$ cat config.mk
export PLATFORM = sky130hd
export DESIGN_NAME = mmr_mac
export DESIGN_NICKNAME = d
export VERILOG_FILES = /design/src/sv/mmr_pkg.sv /design/src/sv/mmr_mac.sv
export SDC_FILE = /design/constraint.sdc
export NUM_CORES = 1
export LEC_CHECK = 0
export BUFFER_PORTS_ARGS = -buffer_cell sky130_fd_sc_hd__buf_2
export CAP_MARGIN = 20
export CORE_ASPECT_RATIO = 0.9
export CORE_MARGIN = 2
export CORE_UTILIZATION = 46
export CTS_CLUSTER_DIAMETER = 200
export CTS_CLUSTER_SIZE = 20
export DETAILED_ROUTE_END_ITERATION = 8
export SYNTH_ARGS = -nofsm -noshare
export SYNTH_HDL_FRONTEND = slang
export SYNTH_SLANG_ARGS = --single-unit
$ cat constraint.sdc
create_clock -name clk -period 9.9 [get_ports clk]
set_input_delay 0 -clock clk [delete_from_list [all_inputs] [get_ports clk]]
set_output_delay 0 -clock clk [all_outputs]
set_load 0.01 [all_outputs]
$ cat src/sv/mmr_pkg.sv
// Shared types and constants for the matrix multiply rows unit.
package mmr_pkg;

  localparam int CFG_W = 5;
  localparam int CFG_IDX_W = 2;
  localparam int IDX_W = 4;
  localparam int IN_ELEM_W = 16;
  localparam int ACC_W = 48;

  localparam logic [1:0] CMD_LOAD_A = 2'd0;
  localparam logic [1:0] CMD_LOAD_B = 2'd1;
  localparam logic [1:0] CMD_COMPUTE = 2'd2;

  localparam logic [CFG_IDX_W-1:0] REG_ROWS_A = 2'd0;
  localparam logic [CFG_IDX_W-1:0] REG_INNER_DIM = 2'd1;
  localparam logic [CFG_IDX_W-1:0] REG_COLS_B = 2'd2;

  localparam logic [CFG_W-1:0] DIM_RESET = 5'd16;

  typedef struct packed {
    logic [1:0] cmd;
    logic [IDX_W-1:0] row_index;
    logic [IDX_W-1:0] col_index;
    logic signed [IN_ELEM_W-1:0] element_value;
  } in_item_t;

  typedef struct packed {
    logic [IDX_W-1:0] out_col;
    logic signed [ACC_W-1:0] out_value;
    logic bad_row;
    logic last;
  } out_item_t;

  // Control that travels alongside one multiply-accumulate step.
  typedef struct packed {
    logic valid;
    logic first;
    logic last_k;
    logic [IDX_W-1:0] col;
    logic last_col;
  } mac_tag_t;

  typedef enum logic [1:0] {
    S_IDLE,
    S_ISSUE,
    S_DRAIN,
    S_BAD
  } state_t;

endpackage

$ cat src/sv/mmr_mac.sv
// Shared multiply-accumulate unit: product register, then accumulator.
module mmr_mac
  import mmr_pkg::*;
#(
  parameter int ELEM_WIDTH = 16
) (
  input  logic clk,
  input  logic rst,
  input  logic adv,
  input  mac_tag_t in_tag,
  input  logic signed [ELEM_WIDTH-1:0] a_elem,
  input  logic signed [ELEM_WIDTH-1:0] b_elem,
  output mac_tag_t out_tag,
  output logic signed [ACC_W-1:0] sum
);

  logic signed [2*ELEM_WIDTH-1:0] prod;
  logic signed [ACC_W-1:0] acc;
  logic signed [ACC_W-1:0] base;
  mac_tag_t tag;

  always_ff @(posedge clk) begin
    if (rst) begin
      tag.valid <= 1'b0;
    end else if (adv) begin
      tag.valid <= in_tag.valid;
    end
    if (adv) begin
      prod <= a_elem * b_elem;
      tag.first <= in_tag.first;
      tag.last_k <= in_tag.last_k;
      tag.col <= in_tag.col;
      tag.last_col <= in_tag.last_col;
    end
  end

  // Restart the sum on the first step of each column.
  always_comb begin
    base = tag.first ? '0 : acc;
    sum = base + ACC_W'(prod);
  end

  always_ff @(posedge clk) begin
    if (adv && tag.valid) begin
      acc <= sum;
    end
  end

  assign out_tag = tag;

endmodule

-- After elaboration in Yosys (flattened, before gate mapping)
Cells that the tools add are included.
- output and inout bits: 56
- bits of input ports: 43
- flip-flop bits (word level): 88
- word-level logic and storage cells: 11
- $mul: 1
- reduce and logical (&&, ||, !) cells: 1
- multiplexer cells: 1
- $add $sub $neg: 1
- operators with widths (cell ; number):
    adder 48 x 32 -> 48 bit ; 1
    2-to-1 mux 48 bit ; 1
    multiplier 16 x 16 -> 32 bit ; 1
    logical AND 1 bit ; 1

-- Logic depth before layout (Yosys ltp)
Gate-level depths: netlist of run 1.
- word-level depth: 2
- depth in mapped cells: 24
- gate-level depth less buffers: 23

-- Worst setup path before layout of run 1
Ideal clock, no wire load.
- path kind: input -> register
- start point: input port a_elem[11]
- end point: register prod[30] (data pin)
- stages on the path: 21
- library setup time: 0.129 ns
- path buffers: 1
- required time: 9.771 ns
- setup slack: 4.305 ns
- data arrival time: 5.466 ns
- cell sequence: clkbuf_1 > nand2_1 > fa_1 > fa_1 > fa_1 > inv_1 > fa_1 > fa_1 > inv_1 > fa_1 > inv_1 > ha_1 > and3_1 > a31oi_1 > o21ai_0 > a21oi_1 > nor2_1 > o31a_1 > a31o_2 > nor4bb_1 > a211o_1
- longest elaborated chain between the ends: 1
- ends and longest elaborated chain (element ; line ; RTL):
    start: declaration ; mmr_mac.sv:11 ; input logic signed [ELEM_WIDTH-1:0] a_elem,
    multiplier 16 x 16 -> 32 bit ; mmr_mac.sv:29 ; prod <= a_elem * b_elem;
    end signal: assignment ; mmr_mac.sv:29 ;
    end: declaration ; mmr_mac.sv:17 ; logic signed [2*ELEM_WIDTH-1:0] prod;
Every way passes these cells.
A chain may end at the register's enable or synchronous reset.

-- Worst setup path after layout of run 1
- start point: input port a_elem[9]
- end point: register prod[30] (data pin)
The elaborated chain is that of the path after synthesis.

==> impl_metrics.env, run 1 <==
export IMPL_vias=11300
export IMPL_setup_tns_ns=0
export IMPL_synthArstFlopShare_pct=0
export IMPL_post_synth_fa_ha_maj_area_fraction_pct=43.8
export IMPL_synth_compound_area_share_pct=9.63
export IMPL_grt_max_degree=50
export IMPL_die_y_um=179
export IMPL_firstDrtPassIters=5
export IMPL_num_rows=64
export IMPL_crit_path_start_kind="input pin"
export IMPL_status="completed"
export IMPL_drt_wirelength_per_cell_um=16.3
export IMPL_seq_area_frac_synth_pct=16.8
export IMPL_io_pins=99
export IMPL_fmax_ghz=0.173
export IMPL_dr_max_layer_used="met4"
export IMPL_clk_latency_ns=0.35
export IMPL_pre_cts_slack_ns=3.83
export IMPL_r2r_end="acc[44]$_DFFE_PP_"
export IMPL_cts_resized=0
export IMPL_area_growth_pct=8.10
export IMPL_rrSetupSlack_ns=5.71
export IMPL_worstHoldEndpoint="prod[0]$_DFFE_PP_"
export IMPL_finalWorstSetupSlack_ns=4.13
export IMPL_ff2ff_path_depth=14
export IMPL_hp_class="in -> reg"
export IMPL_synthFlopType="edfxtp_1"
export IMPL_rsz0062_at_grt="no"
export IMPL_grt_pass1_wl_um=60400
export IMPL_synthMuxAreaShare_pct=0.255
export IMPL_path_class="in -> reg"
export IMPL_min_from="b_elem[0]"
export IMPL_maxCapViolCount=0
export IMPL_finalSetupViolations=0
export IMPL_worstMarginPinSlew_ns=0.895
export IMPL_hpwl_um=29000
export IMPL_die_area_sq_um=35600
export IMPL_layout_min_cycle_time_ns=5.77
export IMPL_wl_um=35800
export IMPL_antenna_found_initial=0
export IMPL_yosysUniqueCellTypes=68
export IMPL_post_cts_buffers=0
export IMPL_grt_ovfl_total=0
export IMPL_cp_data_required_time_ns=10.13
export IMPL_synthCells=1662
export IMPL_ys_warn_count=0
export IMPL_portBuffers=98
export IMPL_drcViolationCount=0
export IMPL_nets=2166
export IMPL_final_common_cell="inv_1"
export IMPL_cts_num_sinks=88
export IMPL_track_usage_pct=21.4
export IMPL_layout_common_cells="339 x inv_1, 263 x fa_1, 154 x nand2_1"
export IMPL_synth_enable_flop_cells=87
export IMPL_cp_end_kind="register"
export IMPL_gp_congestion=0.869
export IMPL_wl_met1_um=18100
export IMPL_cts_root_buf="clkbuf_16"
export IMPL_startpoint="a_elem[9]"
export IMPL_cts_buffers=9
export IMPL_clk_path_buf_depth=2
export IMPL_syn_num_nets=2097
export IMPL_cts_tree="done"
export IMPL_via_per_inst=5.13
export IMPL_arrival_ns=5.99
export IMPL_netlist_area_sq_um=15700
export IMPL_clk_pin_slew_ns=0.06
export IMPL_h_tree_depth=3
export IMPL_antenna_left=0
export IMPL_start_util_pct=46.5
export IMPL_drive_gt1_share_pct=7.78
export IMPL_synth_xor_area_share_pct=4.01
export IMPL_wl_met2_um=14900
export IMPL_clock_skew_ns=0.00900
export IMPL_first_iter_violations=532
export IMPL_maxSlewHeadroom_pct=40.3
export IMPL_finalMaxSlewViolations=0
export IMPL_postSynthAreaPerCell_sq_um=9.45
export IMPL_finalHoldViolCount=0
export IMPL_antenna_cells=0
export IMPL_synth_simple_area_share_pct=16.2
export IMPL_synth_top_family_by_area="adder cells"
export IMPL_ys_ff_latch=88
export IMPL_route_met3_wl_um=2380
export IMPL_die_w_um=199
export IMPL_grt_pass1_vias=11700
export IMPL_path_max_fanout=16
export IMPL_rr_startpoint="out_tag[6]$_DFFE_PP_"
export IMPL_final_period_utilization_pct=58.3
export IMPL_whs_path_depth=2
export IMPL_postCtsHoldBufs=9
export IMPL_core_sq_um=33800
synthesized netlist by cell type, types with 4 or more instances:
cell        n  area (sq um)
a21o_1     40           300
and3_1     14          87.6
nor2_1     45           169
o21ai_0    39           195
xnor2_1    51           447
o21a_1      5          37.5
nand2b_1   16           100
clkbuf_1   47           176
nand3_1    19          95.1
edfxtp_1   87          2610
o21bai_1   11          82.6
nor4_1      4          25.0
and2_1    132           826
inv_1     339          1270
nor2b_1    56           350
a211oi_1    6          45.0
xor2_1     21           184
nand2_1   154           578
nor3_1     15          75.1
mux2i_1     4          40.0
nand4_1     7          43.8
or2_2       6          37.5
fa_1      263          5270
a21oi_1    77           385
a31oi_1    10          62.6
ha_1      129          1610
critical path, stage by stage:
cell and delay (ns):
buf_2 0.32, nand2_1 0.15, fa_1 0.53, fa_1 0.50, fa_1 0.54, fa_1 0.55, inv_1 0.05, fa_1 0.47
inv_1 0.05, fa_1 0.47, inv_1 0.04, ha_1 0.35, a21o_1 0.20, a21oi_1 0.13, o21ai_0 0.09, a21oi_1 0.29
nor2_1 0.13, o31a_1 0.36, a31o_2 0.30, nor4bb_1 0.33, a211o_1 0.14
cell type report:
cell class                      instances  area, sq um
Clock buffer                           13          250
Inverter                              339         1270
Fill cell                            3218        16800
Sequential cell                        88         2630
Multi-Input combinational cell       1184        11600
Timing Repair Buffer                  109          596
Clock inverter                          3         42.5
Tap cell                              462          578
through the flow:
step	instance area (sq um)	utilization [%]	hold WS (ns)	instances
finish	17000	50.3	0.239	2198
detailed placement	16600	49.1	0.161	2173
CTS	17000	50.3	0.240	2198
global placement	16600	49.1	0.160	2173
floorplan	15700	-	0.0724	1662
global route	17000	50.3	0.254	2198
logic make-up after synthesis:
kind of cell | Yosys count
AOI/OAI and AO/OA | 230
DFF | 88
xor gates and xnor gates | 72
adders and majority gates | 392
muxes | 4
buffers and inverters | 390
and+or+nand+nor | 486
sequential cells by signal, indices dropped and copies added (netlist names):
register / flops
acc: 48
out_tag: 8
prod: 32
worst max path at each step:
stage	end	slack, ns	depth (start not counted)
final	prod[30]$_DFFE_PP_	4.13	21
after global routing	prod[31]$_DFFE_PP_	3.78	23
after CTS	prod[30]$_DFFE_PP_	4.16	21
after detailed placement	prod[28]$_DFFE_PP_	3.83	20
after global placement	prod[27]$_DFFE_PP_	3.94	20
after floorplan	prod[30]$_DFFE_PP_	4.30	21
layer usage:
layer | GRT usage [%] | up-vias
li1 | - | 5395
met1 | 32.6 | 5542
met2 | 32.6 | 312
met3 | 3.07 | 25
met4 | 3.92 | 0
met5 | 0 | -
Power of run 1 is not shown: default switching activity piles up to over one toggle a cycle in this logic, so the estimate is an artifact.
==> inputs of run 2 (changes only) <==
clock period = 5.4 ns   (was 9.9 ns; I/O delays follow)
==> impl_metrics.env, run 2 (synthesis results as in run 1) <==
export IMPL_antenna_found_initial=0
export IMPL_portBuffers=98
export IMPL_start_util_pct=46.5
export IMPL_antenna_cells=0
export IMPL_maxSlewHeadroom_pct=47.7
export IMPL_worstPathCellList="buf_6 > and2_4 > fa_1 > inv_2 > fa_1 > inv_1 > fa_1 > fa_1 > fa_1 > inv_1 > fa_1 > inv_2 > ha_4 > a21o_1 > a21o_1 > a21o_1 > a21oi_2 > nor2b_2 > o31a_1 > a31o_4 > nor4bb_1 > a211o_1"
export IMPL_hpwl_um=31200
export IMPL_wl_um=36300
export IMPL_largest_reg_flops=48
export IMPL_final_common_cell="inv_1"
export IMPL_clk_pin_slew_ns=0.06
export IMPL_finalHoldViolCount=0
export IMPL_regArea_sq_um=2630
export IMPL_cts_root_buf="clkbuf_16"
export IMPL_nets=2301
export IMPL_post_cts_buffers=0
export IMPL_fmax_ghz=0.190
export IMPL_path_class="in -> reg"
export IMPL_num_rows=64
export IMPL_path_max_fanout=6
export IMPL_cp_data_required_time_ns=5.62
export IMPL_finalMaxSlewViolations=0
export IMPL_drive_gt1_share_pct=15.9
export IMPL_clock_skew_ns=0.0125
export IMPL_cts_tree="done"
export IMPL_finalSetupViolations=0
export IMPL_hold_ws_ns=0.199
export IMPL_drcViolationCount=0
export IMPL_hp_class="in -> reg"
export IMPL_antenna_left=0
export IMPL_grt_pass1_vias=12100
export IMPL_worstMarginPinSlew_ns=0.785
export IMPL_placed_cell_area_sq_um=17700
export IMPL_die_w_um=199
export IMPL_maxCapViolCount=0
export IMPL_arrival_ns=5.49
export IMPL_grt_pass1_wl_um=60800
export IMPL_layout_min_cycle_time_ns=5.27
export IMPL_h_tree_depth=3
export IMPL_status="completed"
export IMPL_first_iter_violations=483
export IMPL_grt_max_degree=49
export IMPL_layout_common_cells="337 x inv_1, 258 x fa_1, 153 x nand2_1"
export IMPL_rrSetupSlack_ns=1.15
export IMPL_cp_top_family="adder cells"
export IMPL_cts_num_sinks=88
export IMPL_drt_wirelength_per_cell_um=15.5
export IMPL_final_period_utilization_pct=97.5
export IMPL_fillers=3125
export IMPL_cp_common_cell="fa_1"
export IMPL_io_pins=99
export IMPL_multi_input_area_sq_um=11700
export IMPL_via_per_inst=4.97
export IMPL_track_usage_pct=21.4
export IMPL_vias=11600
export IMPL_crit_path_start_kind="input pin"
export IMPL_area_growth_pct=16.1
export IMPL_die_y_um=179
export IMPL_path_buf_inv=5
export IMPL_gp_congestion=0.881
export IMPL_cpMaxStageDelayCell="fa_1"
export IMPL_firstDrtPassIters=5
export IMPL_die_area_sq_um=35600
export IMPL_cpPeakStageDelay_ns=0.60
export IMPL_core_sq_um=33800
export IMPL_postLayoutCellArea_sq_um=18200
export IMPL_clk_path_buf_depth=2
export IMPL_top_register="acc"
export IMPL_cts_buffers=9
export IMPL_grt_ovfl_total=0
export IMPL_clk_latency_ns=0.36
export IMPL_cp_end_kind="register"
run 2: cell types whose count changed in the layout (fill, tap and decap cells not counted), sizes merged:
cell and change:
clkinv -1, clkinvlp +1, buf +130, inv +3
bufinv +1, clkbuf +1
run 2: timing repair:
item,in CTS,in global routing
hold buffers,9,0
hold endpoints to repair,8,0
pin swaps,0,17
cloned,0,0
resized for setup,1,43
endpoints found under the setup margin,1,9
run 2: layer usage:
| metal | track usage, % | share of wire, % | wire [um] |
|---|---|---|---|
| met1 | 31.7 | 50 | 18100 |
| met2 | 34.4 | 44 | 16000 |
| met3 | 2.11 | 4.8 | 1720 |
| met4 | 4.57 | 1.3 | 479 |
| met5 | 0 | 0 | 0 |
run 2: final timing paths:
check                       start                  to  cells past startpoint
max                     a_elem[3]  prod[30]$_DFFE_PP_                     22
min                     b_elem[0]   prod[0]$_DFFE_PP_                      2
max reg2reg  out_tag[6]$_DFFE_PP_   acc[44]$_DFFE_PP_                     13
min reg2reg     prod[0]$_DFFE_PP_    acc[0]$_DFFE_PP_                      1
run 2: area by class of cell:
| class | count | area share (%) |
|---|---|---|
| Timing Repair Buffer | 244 | 9.27 |
| Clock buffer | 9 | 1.23 |
| Sequential cell | 88 | 14.4 |
| Clock inverter | 7 | 0.556 |
| Inverter | 339 | 6.98 |
| Multi-Input combinational cell | 1184 | 64.4 |
| Tap cell | 462 | 3.17 |
run 2: stage by stage:
| stage | std cells | utilization (%) | TNS, ns | setup WS (ns) |
|---|---|---|---|---|
| global route | 2333 | 54.0 | -0.0296 | -0.0296 |
| CTS | 2333 | 53.6 | 0 | 0.0241 |
| global placement | 2308 | 52.4 | -1.97 | -0.355 |
| floorplan | 1662 | - | 0 | 0.0216 |
| finish | 2333 | 54.0 | 0 | 0.135 |
| detailed placement | 2308 | 52.4 | -2.75 | -0.474 |
run 2: worst reg2reg max path, stage by stage, from the launching register on:
cell and delay (ns):
edfxtp_1 0.71, nor2b_1 0.25, ha_1 0.20, inv_1 0.06
fa_1 0.40, nor2b_1 0.16, o31a_1 0.20, o211ai_1 0.21
a2111o_1 0.51, a21oi_1 0.25, a21oi_1 0.20, o41ai_1 0.44
mux2i_1 0.22, nand3_1 0.15
Power of run 2 is left out for the same reason.
==> inputs of run 3 (changes only) <==
CTS_CLUSTER_DIAMETER = 30   (was 200)
SETUP_SLACK_MARGIN = 0.5   (was unset)
==> impl_metrics.env, run 3 (synthesis results as in run 1) <==
export IMPL_status="completed"
export IMPL_first_iter_violations=623
export IMPL_grt_pass1_wl_um=61100
export IMPL_io_pins=99
export IMPL_clk_latency_ns=0.35
export IMPL_nets=2305
export IMPL_cts_root_buf="clkbuf_16"
export IMPL_fillers=3112
export IMPL_setup_tns_ns=0
export IMPL_ff2ff_path_depth=13
export IMPL_placed_cell_area_sq_um=17700
export IMPL_grt_max_degree=49
export IMPL_hpwl_um=30800
export IMPL_maxCapViolCount=0
export IMPL_cp_data_required_time_ns=5.50
export IMPL_rsz0062_at_grt="yes"
export IMPL_via_per_inst=4.97
export IMPL_postLayoutCellArea_sq_um=18600
export IMPL_clk_pin_slew_ns=0.06
export IMPL_vias=11600
export IMPL_rr_startpoint="out_tag[6]$_DFFE_PP_"
export IMPL_hp_class="in -> reg"
export IMPL_h_tree_depth=3
export IMPL_whs_path_depth=2
export IMPL_antenna_cells=0
export IMPL_arrival_ns=5.27
export IMPL_crit_path_start_kind="input pin"
export IMPL_antenna_found_initial=1
export IMPL_grt_pass1_vias=12400
export IMPL_gp_congestion=0.907
export IMPL_die_y_um=179
export IMPL_fmax_ghz=0.193
export IMPL_wl_um=36200
export IMPL_cts_num_sinks=88
export IMPL_path_max_fanout=4
export IMPL_cp_end_kind="register"
export IMPL_die_w_um=199
export IMPL_drt_wirelength_per_cell_um=15.5
export IMPL_drcViolationCount=0
export IMPL_antenna_left=0
export IMPL_finalSetupViolations=0
export IMPL_core_sq_um=33800
export IMPL_path_class="in -> reg"
export IMPL_startpoint="b_elem[5]"
export IMPL_clock_skew_ns=0.00648
export IMPL_start_util_pct=46.5
export IMPL_largest_reg_flops=48
export IMPL_area_growth_pct=18.3
export IMPL_final_common_cell="inv_1"
export IMPL_top_register="acc"
export IMPL_min_from="b_elem[0]"
export IMPL_track_usage_pct=21.4
export IMPL_worstMarginPinSlew_ns=0.936
export IMPL_firstDrtPassIters=4
export IMPL_final_period_utilization_pct=95.8
export IMPL_cts_tree="done"
export IMPL_maxSlewHeadroom_pct=37.6
export IMPL_finalMaxSlewViolations=0
export IMPL_num_rows=64
export IMPL_finalHoldViolCount=0
export IMPL_layout_min_cycle_time_ns=5.17
export IMPL_layout_common_cells="323 x inv_1, 249 x fa_1, 146 x nand2_1"
export IMPL_portBuffers=98
export IMPL_die_area_sq_um=35600
export IMPL_clk_path_buf_depth=2
export IMPL_cts_buffers=9
export IMPL_drive_gt1_share_pct=19.4
export IMPL_grt_ovfl_total=0
run 3: what timing repair did:
action                                  CTS  global route
hold buffers                              9             0
endpoints found under the setup margin   12            18
pin swaps                                38            36
hold endpoints to repair                  8             0
buffers inserted                          8             4
gates resized for setup                  61            65
run 3: final timing paths:
| path | slack, ns | to |
|---|---|---|
| max | 0.23 | prod[24]$_DFFE_PP_ |
| min | 0.20 | prod[0]$_DFFE_PP_ |
| max reg2reg | 1.22 | acc[42]$_DFFE_PP_ |
| min reg2reg | 0.59 | acc[0]$_DFFE_PP_ |
run 3: metal layers:
layer | wire length (um) | part of all wire (%) | up-vias | track usage [%]
met1 | 18200 | 50 | 5682 | 31.6
li1 | - | - | 5664 | -
met3 | 1480 | 4.1 | 33 | 2.01
met5 | 13 | 0.036 | - | 0
met2 | 16100 | 44 | 245 | 34.5
met4 | 426 | 1.2 | 2 | 4.20
run 3: cell type report:
type / count / area (sq um) / share of cell area [%]
clock buffers: 10 / 229 / 1.23
clock inverters: 6 / 91.3 / 0.492
inverters: 339 / 1270 / 6.85
multi-input cells: 1184 / 12000 / 64.4
flip-flops and latches: 88 / 2630 / 14.2
well taps: 462 / 578 / 3.11
repair buffers: 248 / 1810 / 9.75
run 3: worst max-delay path, cell delays in order:
cell,delay [ns]
buf_12,0.11
and2_4,0.15
fa_1,0.55
inv_2,0.04
fa_1,0.46
fa_1,0.54
inv_2,0.05
fa_1,0.53
fa_1,0.51
inv_1,0.05
fa_1,0.49
inv_2,0.05
ha_4,0.21
a21o_1,0.15
a21o_1,0.17
a21o_1,0.17
a21oi_2,0.13
nor2b_1,0.06
o31a_1,0.31
buf_4,0.15
a21o_1,0.16
a21oi_2,0.15
xnor2_1,0.08
run 3: per-stage QoR:
stage	utilization, %	worst slack, ns	hold WS, ns	std cells
after floorplan	-	0.102	0.0724	1662
after global placement	52.3	-0.134	0.160	2300
after detailed placement	52.3	-0.266	0.165	2300
after CTS	54.4	0.194	0.189	2333
after global routing	55.0	0.0642	0.233	2337
final	55.0	0.227	0.200	2337
Power of run 3 is left out for the same reason.
